### src/hw/rtl/sobet_pkg.sv
// ----------------------------------------------------------------------------
// Sobel edge threshold package
// Word types, register indexes and fixed constants shared by the block.
// ----------------------------------------------------------------------------
package sobet_pkg;

    typedef struct packed {
        logic [7:0] red;
        logic [7:0] green;
        logic [7:0] blue;
    } t_pixel;

    typedef struct packed {
        logic [7:0]  edge_value;
        logic [10:0] center_column;
        logic [10:0] center_row;
        logic        frame_done;
    } t_result;

    typedef struct packed {
        logic        emit;
        logic        border;
        logic        done;
        logic [10:0] cc;
        logic [10:0] cr;
    } t_meta;

    localparam logic [1:0] CFG_FRAME_WIDTH    = 2'd0;
    localparam logic [1:0] CFG_FRAME_HEIGHT   = 2'd1;
    localparam logic [1:0] CFG_EDGE_THRESHOLD = 2'd2;

    localparam logic [11:0] RST_FRAME_WIDTH  = 12'd640;
    localparam logic [11:0] RST_FRAME_HEIGHT = 12'd480;
    localparam logic [7:0]  RST_THRESHOLD    = 8'd100;
    localparam logic [7:0]  THRESHOLD_OFF    = 8'd255;

    localparam logic [19:0] GRAY_RECIP = 20'd683;

    localparam logic [7:0] EDGE_ON  = 8'hFF;
    localparam logic [7:0] EDGE_OFF = 8'h00;

    localparam int OUT_FIFO_DEPTH = 8;
    localparam int OUT_FIFO_AW    = 3;

endpackage

### src/hw/rtl/sobet_kernel.sv
// ----------------------------------------------------------------------------
// Sobel kernel
// Takes line store data, writes the rows back, shifts the window and runs
// gradient, square and threshold stages.
// ----------------------------------------------------------------------------
module sobet_kernel #(
    parameter int AW = 11
) (
    input  logic                  i_clk,
    input  logic                  i_rst_n,
    input  logic                  i_vld,
    input  logic [7:0]            i_gray,
    input  logic [AW-1:0]         i_addr,
    input  sobet_pkg::t_meta      i_meta,
    input  logic [15:0]           i_rd_data,
    output logic                  o_wr_en,
    output logic [AW-1:0]         o_wr_addr,
    output logic [15:0]           o_wr_data,
    input  logic [16:0]           i_thr_sq,
    input  logic                  i_thr_en,
    output logic [1:0]            o_inflight,
    output logic                  o_push,
    output sobet_pkg::t_result    o_result
);
    import sobet_pkg::*;

    logic          r_b_vld, r_c_vld, r_d_vld;
    logic [7:0]    r_b_gray;
    logic [AW-1:0] r_b_addr;
    t_meta         r_b_meta, r_c_meta, r_d_meta;
    logic [7:0]    r_win [6];
    logic signed [10:0] r_c_gx, r_c_gy;
    logic [19:0]   r_d_sqx, r_d_sqy;

    logic [7:0]    w_top, w_mid;
    logic [9:0]    w_sx_hi, w_sx_lo, w_sy_hi, w_sy_lo;
    logic signed [10:0] n_gx, n_gy;
    logic signed [21:0] w_px, w_py;
    logic [20:0]   w_mag;

    assign w_top = i_rd_data[15:8];
    assign w_mid = i_rd_data[7:0];

    assign w_sx_hi = 10'(w_top) + {1'b0, w_mid, 1'b0} + 10'(r_b_gray);
    assign w_sx_lo = 10'(r_win[0]) + {1'b0, r_win[1], 1'b0} + 10'(r_win[2]);
    assign w_sy_hi = 10'(r_win[2]) + {1'b0, r_win[5], 1'b0} + 10'(r_b_gray);
    assign w_sy_lo = 10'(r_win[0]) + {1'b0, r_win[3], 1'b0} + 10'(w_top);
    assign n_gx = $signed({1'b0, w_sx_hi}) - $signed({1'b0, w_sx_lo});
    assign n_gy = $signed({1'b0, w_sy_hi}) - $signed({1'b0, w_sy_lo});

    assign o_wr_en   = r_b_vld;
    assign o_wr_addr = r_b_addr;
    assign o_wr_data = {w_mid, r_b_gray};

    always_ff @(posedge i_clk) begin
        if (!i_rst_n) begin
            r_b_vld <= 1'b0;
            r_c_vld <= 1'b0;
            r_d_vld <= 1'b0;
            for (int i = 0; i < 6; i++) begin
                r_win[i] <= 8'd0;
            end
        end else begin
            r_b_vld <= i_vld;
            r_c_vld <= r_b_vld;
            r_d_vld <= r_c_vld;
            if (r_b_vld) begin
                r_win[0] <= r_win[3];
                r_win[1] <= r_win[4];
                r_win[2] <= r_win[5];
                r_win[3] <= w_top;
                r_win[4] <= w_mid;
                r_win[5] <= r_b_gray;
            end
        end
    end

    assign w_px = r_c_gx * r_c_gx;
    assign w_py = r_c_gy * r_c_gy;

    always_ff @(posedge i_clk) begin
        if (i_vld) begin
            r_b_gray <= i_gray;
            r_b_addr <= i_addr;
            r_b_meta <= i_meta;
        end
        if (r_b_vld) begin
            r_c_gx   <= n_gx;
            r_c_gy   <= n_gy;
            r_c_meta <= r_b_meta;
        end
        if (r_c_vld) begin
            r_d_sqx  <= w_px[19:0];
            r_d_sqy  <= w_py[19:0];
            r_d_meta <= r_c_meta;
        end
    end

    assign w_mag      = 21'(r_d_sqx) + 21'(r_d_sqy);
    assign o_inflight = 2'(r_b_vld) + 2'(r_c_vld) + 2'(r_d_vld);
    assign o_push     = r_d_vld && r_d_meta.emit;

    always_comb begin
        o_result.edge_value    = EDGE_OFF;
        if (!r_d_meta.border && i_thr_en && (w_mag >= 21'(i_thr_sq))) begin
            o_result.edge_value = EDGE_ON;
        end
        o_result.center_column = r_d_meta.cc;
        o_result.center_row    = r_d_meta.cr;
        o_result.frame_done    = r_d_meta.done;
    end
endmodule

### config.mk
export PLATFORM = sky130hd
export DESIGN_NAME = sobet_kernel
export DESIGN_NICKNAME = d
export VERILOG_FILES = /design/src/hw/rtl/sobet_pkg.sv /design/src/hw/rtl/sobet_kernel.sv
export SDC_FILE = /design/constraint.sdc
export NUM_CORES = 1
export LEC_CHECK = 0
export CAP_MARGIN = 20
export CORE_AREA = 3 3 184 186
export DETAILED_ROUTE_END_ITERATION = 16
export DIE_AREA = 0 0 187 189
export DONT_BUFFER_PORTS = 1
export HOLD_SLACK_MARGIN = 0.02
export MAX_ROUTING_LAYER = met4
export PLACE_DENSITY_LB_ADDON = 0.2
export SYNTH_ARGS = -nofsm -noshare
export SYNTH_HDL_FRONTEND = slang
export SYNTH_SLANG_ARGS = --single-unit
### constraint.sdc
create_clock -name i_clk -period 10.85 [get_ports i_clk]
set_input_delay 1.6275 -clock i_clk [delete_from_list [all_inputs] [get_ports i_clk]]
set_output_delay 1.6275 -clock i_clk [all_outputs]
set_load 0.01 [all_outputs]
==> flow_metrics.py <==
metrics = {
    "setup_path": {
        "rr_startpoint": "r_c_gx[10]$_DFFE_PP_",
        "worstPathArrival_ns": 4.50,
        "startpoint_type": "flop",
        "worstSetupEndpointType": "primary output",
        "critPathLaunch": "r_d_sqx[3]$_DFFE_PP_",
        "cp_max_fo": 8,
        "crit_required_ns": 9.22,
        "crit_type": "reg -> out",
    },
    "clock_network": {
        "clock_latency_ns": 0.53,
        "holdBufCountCts": 0,
        "cts_resized": 0,
        "clock-root-buffer": "clkbuf_16",
        "cts_tree": "done",
        "clk_pin_slew_ns": 0.06,
        "cts_buffer_depth": 3,
        "post_cts_buffers": 0,
        "numCtsBuffers": 23,
        "numClockSinks": 205,
        "htreeDepth": 1,
    },
    "finish": {
        "layout.nets": 1953,
        "multi_input_area_um2": 10100,
        "drive_above_1_share": 0.0362,
        "ff_latch_area_um2": 6130,
        "area_delta_synth_final_pct": 5.37,
        "num-fill-cells": 2665,
    },
    "floorplanning": {
        "start_util": 0.549,
        "fp.dieH_um": 189,
        "die_w_um": 187,
        "core-area_um2": 32500,
        "std_cell_rows": 66,
        "dieArea_um2": 35300,
        "io_pins": 143,
    },
    "logic_synthesis": {
        "synth_edf_count": 202,
        "synthFlopType": "edfxtp_1",
        "synth_top_cells_by_area": "edfxtp_1 (34%), fa_1 (28%), ha_1 (10%)",
        "syn_avg_cell_area_um2": 11.8,
        "yosysTopAreaCellShare": 0.340,
        "synth.most_common_cell": "inv_1",
        "yosysWarnings": 0,
        "seq_area_frac_synth": 0.344,
        "syn_area_um2": 17800,
        "netlist_instances": 1515,
        "synth_async_sr_flop_share": 0,
        "synth_common_cells": "inv_1 (331), fa_1 (251), edfxtp_1 (202)",
        "postSynthNetCount": 1991,
        "synth-seq-cells": 205,
        "yosys.area.top_type": "edfxtp_1",
        "ys_types": 52,
    },
    "timing": {
        "min_period_ns": 6.12,
        "fin_worst_skew_ns": 0.0151,
        "rsz0062_at_grt": "false",
        "worst_slack_ns": 4.73,
        "worst_slew_pin_slew_ns": 1.02,
        "setup_tns_ns": 0,
        "timing.final.crit_share": 0.564,
        "fmax_mhz": 163,
        "maxSlewViolCount": 0,
        "max_slew_margin": 0.323,
        "setup_viol": 0,
        "hold_viol_final": 0,
    },
    "grt": {
        "first_global_vias": 10900,
        "overflow": 0,
        "grt_pass1_wl_um": 52700,
        "antenna_found_initial": 1,
        "grt_max_degree": 65,
        "grt_usage": 0.190,
    },
    "drt": {
        "final_antenna_net_count": 0,
        "drtPass1Iterations": 5,
        "detailroute.via_count": 10000,
        "drt_iter0_drc": 511,
        "drc": 0,
        "routedWlPerCell_um": 16.1,
        "vias_per_cell": 5.19,
        "wl_um": 31100,
    },
    "worst_hold_path": {
        "worstHoldPathType": "reg -> reg",
        "min_from": "r_b_meta[1]$_DFFE_PP_",
    },
    "flow_run": {
        "max_cap_viol_count": 0,
    },
    "place": {
        "place_ws_ns": 5.27,
        "place.gp.congestion": 0.862,
        "hpwl_um": 25000,
        "portBuffers": 0,
    },
    "status": {
        "outcome": "completed",
    },
}
-- path summary, 6_finish.rpt --
kind                            to  slack, ns  depth (start not counted)
max                   o_result[24]       4.73                         14
max reg2reg  r_d_sqx[19]$_DFFE_PP_       5.25                         15
min          r_c_meta[1]$_DFFE_PP_       0.41                          0
min reg2reg  r_c_meta[1]$_DFFE_PP_       0.41                          0
-- registers in the layout (all words and copies together), names as in the netlist, 8 cells and up --
signal,count
r_b_meta,25
r_c_gx,11
r_win,48
o_wr_addr,11
r_c_meta,25
r_c_gy,11
r_d_sqx,19
r_b_gray,8
o_result,23
r_d_sqy,19
-- critical path, stage by stage (launching register included) --
cell,delay (ns)
edfxtp_1,0.37
ha_1,0.39
a211oi_2,0.28
o21ai_1,0.14
a21o_1,0.22
or4_1,0.43
a31oi_2,0.22
xnor2_1,0.11
ha_1,0.29
nand4_1,0.10
a21o_1,0.16
a31oi_1,0.16
o31a_1,0.15
nor4_1,0.08
a311oi_4,0.89
-- layer usage --
layer,vias up,routed length (um),global-route usage,share of wire
li1,4740,-,-,-
met1,5015,13000,0.239,0.42
met2,229,15900,0.326,0.51
met3,53,1630,0.0348,0.052
met4,0,641,0.0425,0.021
met5,-,0,-,0
-- final cells by class --
cell class | instances | share of cell area
inverter | 331 | 0.0662
timing repair buffer | 3 | 0.00120
clock buffer | 30 | 0.0321
antenna | 1 | 0.000133
sequential | 205 | 0.327
multi-input combinational | 913 | 0.537
tap | 442 | 0.0295
clock inverter | 10 | 0.00760
-- layout by cell type, fill, tap and decap left out, types with 13 or more instances in the layout --
master       n
ha_1       144
and2_1      54
a21oi_1     43
inv_1      331
clkbuf_16   23
o21ai_0     20
nand3_1     14
nor2_1      45
nand2_1     65
xor2_1      13
xnor2_1     70
edfxtp_1   202
and3_1      56
a21o_1      15
fa_1       251
nor2b_1     26
-- cell families (layout without fill, tap and decap cells) --
kind of cell,Yosys count,after routing,synth area share
buffers and inverters,397,374,0.0916
other,0,1,0
multiplexers,5,5,0.00281
AND/OR/NAND/NOR,297,297,0.0885
AO/OA/AOI/OAI,133,133,0.0493
adder cells (fa/ha/maj),395,395,0.383
XOR/XNOR,83,83,0.0408
flip-flops,205,205,0.344
-- metrics by stage --
stage	hold WS [ns]	area, um2	util	std cells
finish	0.413	18800	0.578	1935
global route	0.422	18800	0.578	1935
CTS	0.416	18800	0.578	1934
detailed placement	0.405	18000	0.555	1894
global placement	0.400	18000	0.555	1894
floorplan	0.400	17800	-	1515
Power is left out: the tool's default activity adds up to more than one toggle a clock period on the data nets, which glitch-free logic cannot reach.
