<file path="src/hw/rtl/sobet_pkg.sv">
// ----------------------------------------------------------------------------
// Sobel edge threshold package
// Word types, register indexes and fixed constants shared by the block.
// ----------------------------------------------------------------------------
package sobet_pkg;

    typedef struct packed {
        logic [7:0] red;
        logic [7:0] green;
        logic [7:0] blue;
    } t_pixel;

    typedef struct packed {
        logic [7:0]  edge_value;
        logic [10:0] center_column;
        logic [10:0] center_row;
        logic        frame_done;
    } t_result;

    typedef struct packed {
        logic        emit;
        logic        border;
        logic        done;
        logic [10:0] cc;
        logic [10:0] cr;
    } t_meta;

    localparam logic [1:0] CFG_FRAME_WIDTH    = 2'd0;
    localparam logic [1:0] CFG_FRAME_HEIGHT   = 2'd1;
    localparam logic [1:0] CFG_EDGE_THRESHOLD = 2'd2;

    localparam logic [11:0] RST_FRAME_WIDTH  = 12'd640;
    localparam logic [11:0] RST_FRAME_HEIGHT = 12'd480;
    localparam logic [7:0]  RST_THRESHOLD    = 8'd100;
    localparam logic [7:0]  THRESHOLD_OFF    = 8'd255;

    localparam logic [19:0] GRAY_RECIP = 20'd683;

    localparam logic [7:0] EDGE_ON  = 8'hFF;
    localparam logic [7:0] EDGE_OFF = 8'h00;

    localparam int OUT_FIFO_DEPTH = 8;
    localparam int OUT_FIFO_AW    = 3;

endpackage

</file>
<file path="src/hw/rtl/sobet_stream_if.sv">
// ----------------------------------------------------------------------------
// Stream channel
// Valid/ready channel carrying one word of a given payload type.
// ----------------------------------------------------------------------------
interface sobet_stream_if #(
    parameter type T = logic
);
    logic valid;
    logic ready;
    T     payload;

    modport source (output valid, output payload, input ready);
    modport sink   (input valid, input payload, output ready);
endinterface

</file>
<file path="src/hw/rtl/sobet_out_fifo.sv">
// ----------------------------------------------------------------------------
// Output queue
// Small result queue that decouples the kernel from the output channel.
// ----------------------------------------------------------------------------
module sobet_out_fifo (
    input  logic                  i_clk,
    input  logic                  i_rst_n,
    input  logic                  i_push,
    input  sobet_pkg::t_result    i_data,
    output logic [sobet_pkg::OUT_FIFO_AW:0] o_count,
    sobet_stream_if.source        o_result
);
    import sobet_pkg::*;

    t_result                r_mem [OUT_FIFO_DEPTH];
    logic [OUT_FIFO_AW-1:0] r_wr_ptr, r_rd_ptr;
    logic [OUT_FIFO_AW:0]   r_count;
    logic                   w_pop;

    assign w_pop = o_result.valid && o_result.ready;

    always_ff @(posedge i_clk) begin
        if (!i_rst_n) begin
            r_wr_ptr <= '0;
            r_rd_ptr <= '0;
            r_count  <= '0;
        end else begin
            if (i_push) begin
                r_wr_ptr <= r_wr_ptr + 1'b1;
            end
            if (w_pop) begin
                r_rd_ptr <= r_rd_ptr + 1'b1;
            end
            r_count <= r_count + (OUT_FIFO_AW+1)'(i_push) - (OUT_FIFO_AW+1)'(w_pop);
        end
    end

    always_ff @(posedge i_clk) begin
        if (i_push) begin
            r_mem[r_wr_ptr] <= i_data;
        end
    end

    assign o_result.valid   = (r_count != '0);
    assign o_result.payload = r_mem[r_rd_ptr];
    assign o_count          = r_count;
endmodule

</file>
<file path="src/flat_wrapper.sv">
// flat-port wrapper written by rule: the top's interface ports become plain ports
module sobet_out_fifo_flat import sobet_pkg::*;
  (i_clk, i_rst_n, i_push, i_data, o_count, o_result_valid, o_result_payload, o_result_ready);
  sobet_stream_if o_result_i ();
  input  logic i_clk;
  input  logic i_rst_n;
  input  logic i_push;
  input  sobet_pkg::t_result i_data;
  output logic [sobet_pkg::OUT_FIFO_AW:0] o_count;
  output wire logic [$bits(o_result_i.valid)-1:0] o_result_valid;
  output wire logic [$bits(o_result_i.payload)-1:0] o_result_payload;
  input wire logic [$bits(o_result_i.ready)-1:0] o_result_ready;
  assign o_result_valid = o_result_i.valid;
  assign o_result_payload = o_result_i.payload;
  assign o_result_i.ready = o_result_ready;
  sobet_out_fifo u_core (.i_clk(i_clk), .i_rst_n(i_rst_n), .i_push(i_push), .i_data(i_data), .o_count(o_count), .o_result(o_result_i));
endmodule
</file>
<file path="config.mk">
export PLATFORM = sky130hd
export DESIGN_NAME = sobet_out_fifo_flat
export DESIGN_NICKNAME = d
export VERILOG_FILES = /design/src/hw/rtl/sobet_pkg.sv /design/src/hw/rtl/sobet_stream_if.sv /design/src/hw/rtl/sobet_out_fifo.sv /design/src/flat_wrapper.sv
export SDC_FILE = /design/constraint.sdc
export NUM_CORES = 1
export LEC_CHECK = 0
export BUFFER_PORTS_ARGS = -buffer_cell sky130_fd_sc_hd__buf_2
export CAP_MARGIN = 30
export CORE_MARGIN = 5
export CORE_UTILIZATION = 29
export CTS_BUF_LIST = sky130_fd_sc_hd__clkbuf_16
export DETAILED_ROUTE_END_ITERATION = 10
export GPL_TIMING_DRIVEN = 0
export SETUP_SLACK_MARGIN = 0.4
export SYNTH_ARGS = -nofsm -noshare
export SYNTH_HDL_FRONTEND = slang
export SYNTH_SLANG_ARGS = --single-unit
</file>
<file path="constraint.sdc">
create_clock -name i_clk -period 2.8 [get_ports i_clk]
set_input_delay 0.14 -clock i_clk [delete_from_list [all_inputs] [get_ports i_clk]]
set_output_delay 0.14 -clock i_clk [all_outputs]
set_load 0.05 [all_outputs]
</file>
==> run summary <==
The run finished with clean final reports. Summed over all layers, the routed wires come to 1.527 mm. After the first detailed-routing iteration, the DRC count stood at 9. Yosys printed 0 warnings. The tools report the total vias in the final route as 605. The worst path needs 2.139 ns of the cycle, external delays included. In this run the vertical extent of the chip is 68.05 um. Post-route clock period utilization: 0.7641.

The count of buffers added on input and output ports is 10. After technology mapping, the gate count stands at 83. For the final design utilization, the log shows 0.3526. The required time at the endpoint of the critical path was 2.97 ns. In this run the core area contains 21 standard-cell rows. The worst setup path is launched from a flop. The proportion of layout cells with a drive suffix above 1 is 0.2062. TritonCTS built the clock tree. The met1 demand-to-capacity share in global routing was 0.08392. The cell area after synthesis is 977.2 um^2, and the average cell area after synthesis is 11.77 um^2. The effective utilization at floorplan was 0.2952; the x dimension of the die was 68.05 um.

Relative to the synthesized area, the layout overhead comes to 19.46%. The timing-limited maximum frequency is 0.4674 GHz, and the final instance area is 1167 um^2. The run gives 0.02627 as the met3 track utilization from global routing. For this run, design rule violations remaining after detail routing come to 0. The critical path in this run is classified as reg2reg. In the layout the commonest cells are sky130_fd_sc_hd__dfxtp_1 (11), sky130_fd_sc_hd__buf_2 (10), sky130_fd_sc_hd__mux2i_1 (9). Once placement finished, the instance area stood at 1087 um^2. The fraction of power consumed by combinational cells came out at 0.377.

The power per cell area works out to 966.0 nW/um^2. The number of nets in the synthesized netlist is 125. After detailed routing, the number of vias per cell comes to 4.231. The tools report the layout net count as 140. The overall power of the completed layout was 1.128 mW. The sequential cell fraction of total power was 0.358. For the part of the Yosys area used for sequential elements, the log shows 0.5122. The hold violation total from the final report is 0, and the total number of clock tree sinks is 21.

Along the worst path, the maximum fanout reaches 7. For this run, the number of standard cells in the final layout without fillers is 143. The met2 global-route usage is 0.1468, and the global-route congestion overflow total is 0. For the number of pins exceeding their max-slew limit in the final report, the log shows 0. Once placement completed, the tool counted placed cells totaling 139. Buffers added to address setup during post-CTS repair amount to 0. The path class of the tightest hold or removal check is in2reg.

The tools report the combined global-route utilization of all metal layers as 0.08413. Summed over all nets, the switching power comes to 0.4034 mW. Setup total negative slack on the finished layout was measured at 0 ns. The post-synthesis sequential element count came out at 21. The first detailed-routing pass ran for 2 iterations. The longest clock path from root to sink contains 2 buffers. Most common cell after layout, fill and taps aside: sky130_fd_sc_hd__dfxtp_1. Setup violations remaining at the end of the flow were counted as 0. The worst-case IR drop observed on VDD is 0.3590 mV. The tools report the number of buffers inserted by hold repair at cts as 0. The wire length per cell after detailed routing was 10.68 um; the residual antenna-violating net count after detailed routing was 0.

The number of buffers added by the clock tree synthesis step came out at 3. After floorplanning, the core was sized to cover 3311 um^2. For the arrival time of the worst setup path, the log shows 2.31 ns. Headroom to the max-slew limit: 0.7644.

The wire length of the first global-routing pass was 2.794 mm; the internal power was 0.7242 mW. The worst setup path is captured at a flop. On the final layout, the worst clock skew is 0.002504 ns. The part of the total power dissipated in the clock network was 0.264. The number of instances on the worst hold path was 1.

In this run the static leakage power is 0.4949 nW. The floorplan step defined a die boundary enclosing 4631 um^2. The depth of the worst register-to-register path was 9. The run gives 637 as the number of global-route vias before repair. 41 I/O pins were placed.

The busiest layer in global routing was met2. The initial antenna violation count was 0; the final weighted congestion in routability-driven placement was 0.7749. Setup repair after global routing left no endpoint under its margin. Gates resized during post-CTS repair numbered 0.

The number of different library cells used by synthesis comes to 23. Entering global routing, the biggest net connects 13 pins. Clock latency on the worst-skew pair, taken at its later pin, is 0.25 ns. 0 antenna diodes ended up in the layout. The clock transition at the registers of the reported paths was 0.06 ns. For the pin with the worst max-slew slack, the measured transition is 0.3534 ns. The cell sitting at the root of the clock tree is a sky130_fd_sc_hd__clkbuf_16.

The fraction of power spent switching nets was 0.3578; the CTS H-tree depth was 1. Across the run, the number of max-cap violations was 0. After legalization and detailed placement, the total HPWL measured 1.228 mm.
[path summary, 6_finish.rpt]
kind	from	end	slack [ns]
worst max-delay path	u_core.o_count[2]	u_core.o_count[3]	0.66
worst min-delay path	i_data[0]	u_core.r_mem[4][0]	0.15
worst max register to register	u_core.o_count[2]	u_core.o_count[3]	0.66
worst min register to register	u_core.r_rd_ptr[2]	u_core.r_rd_ptr[2]	0.49
[stage by stage]
stage                     hold slack, ns  setup WS, ns
after floorplan                   0.2389        0.4308
after global placement            0.4056        0.7174
after detailed placement          0.4182        0.6302
after CTS                         0.1507        0.6141
after global routing              0.1637        0.5024
final                             0.1514        0.6605
[power by group through the flow]
| stage | registers [mW] | logic (mW) | clock network [mW] |
|---|---|---|---|
| 2_1_floorplan | 0.479 | 0.277 | 0 |
| 6_report | 0.404 | 0.426 | 0.298 |
| 5_1_grt | 0.413 | 0.469 | 0.320 |
| 3_5_place_dp | 0.412 | 0.435 | 0 |
| 3_3_place_gp | 0.407 | 0.420 | 0 |
| 4_1_cts | 0.406 | 0.435 | 0.306 |
[layer usage]
layer | part of all wire | routed length [um]
met5 | 0 | 0
met4 | 0.037 | 57
met3 | 0.046 | 70
met2 | 0.51 | 779
met1 | 0.41 | 620
[cells in the mapped netlist]
cell / count / area [um^2]
sky130_fd_sc_hd__nand2_2: 1 / 6.260
sky130_fd_sc_hd__xor2_1: 1 / 8.760
sky130_fd_sc_hd__mux4_1: 2 / 52.55
sky130_fd_sc_hd__nor2b_1: 2 / 12.51
sky130_fd_sc_hd__or3b_4: 1 / 11.26
sky130_fd_sc_hd__a21o_1: 1 / 7.510
sky130_fd_sc_hd__clkbuf_1: 1 / 3.750
sky130_fd_sc_hd__nand2_1: 8 / 30.03
sky130_fd_sc_hd__nor2_1: 7 / 26.28
sky130_fd_sc_hd__mux2i_1: 9 / 90.09
sky130_fd_sc_hd__dfxtp_1: 13 / 260.3
sky130_fd_sc_hd__ha_1: 6 / 75.07
sky130_fd_sc_hd__edfxtp_1: 8 / 240.2
sky130_fd_sc_hd__or2_2: 1 / 6.260
sky130_fd_sc_hd__nand3_1: 1 / 5.000
sky130_fd_sc_hd__nor3_1: 2 / 10.01
sky130_fd_sc_hd__xnor2_1: 2 / 17.52
sky130_fd_sc_hd__and2_1: 4 / 25.02
sky130_fd_sc_hd__nand2b_1: 6 / 37.54
sky130_fd_sc_hd__a21oi_1: 1 / 5.000
sky130_fd_sc_hd__mux2_2: 1 / 11.26
sky130_fd_sc_hd__fa_1: 1 / 20.02
sky130_fd_sc_hd__inv_1: 4 / 15.01
[worst max-delay path, cell delays in order (launching register included)]
cell	delay [ns]
sky130_fd_sc_hd__dfxtp_2	0.33
sky130_fd_sc_hd__inv_1	0.05
sky130_fd_sc_hd__ha_1	0.18
sky130_fd_sc_hd__or3b_4	0.24
sky130_fd_sc_hd__nand2_2	0.12
sky130_fd_sc_hd__or2_2	0.30
sky130_fd_sc_hd__ha_1	0.27
sky130_fd_sc_hd__a21o_1	0.17
sky130_fd_sc_hd__a21oi_1	0.18
sky130_fd_sc_hd__mux2i_1	0.22
[area by class of cell]
| type | count | area (um^2) |
|---|---|---|
| Clock inverter | 1 | 5.005 |
| Multi-Input combinational cell | 57 | 457.9 |
| Fill cell | 341 | 2143 |
| Timing Repair Buffer | 10 | 50.05 |
| Tap cell | 46 | 57.56 |
| Buffer | 1 | 3.754 |
| Clock buffer | 3 | 75.07 |
| Inverter | 4 | 15.01 |
| Sequential cell | 21 | 503.0 |
[cell families after synthesis]
kind of cell / synth area share
buffers and inverters: 0.01920
multiplexers: 0.1575
flip-flops: 0.5122
AO/OA/AOI/OAI: 0.01280
adder cells (fa/ha/maj): 0.09731
AND/OR/NAND/NOR: 0.1741
XOR/XNOR: 0.02689
No activity file was read; power rests on OpenSTA's default activity.
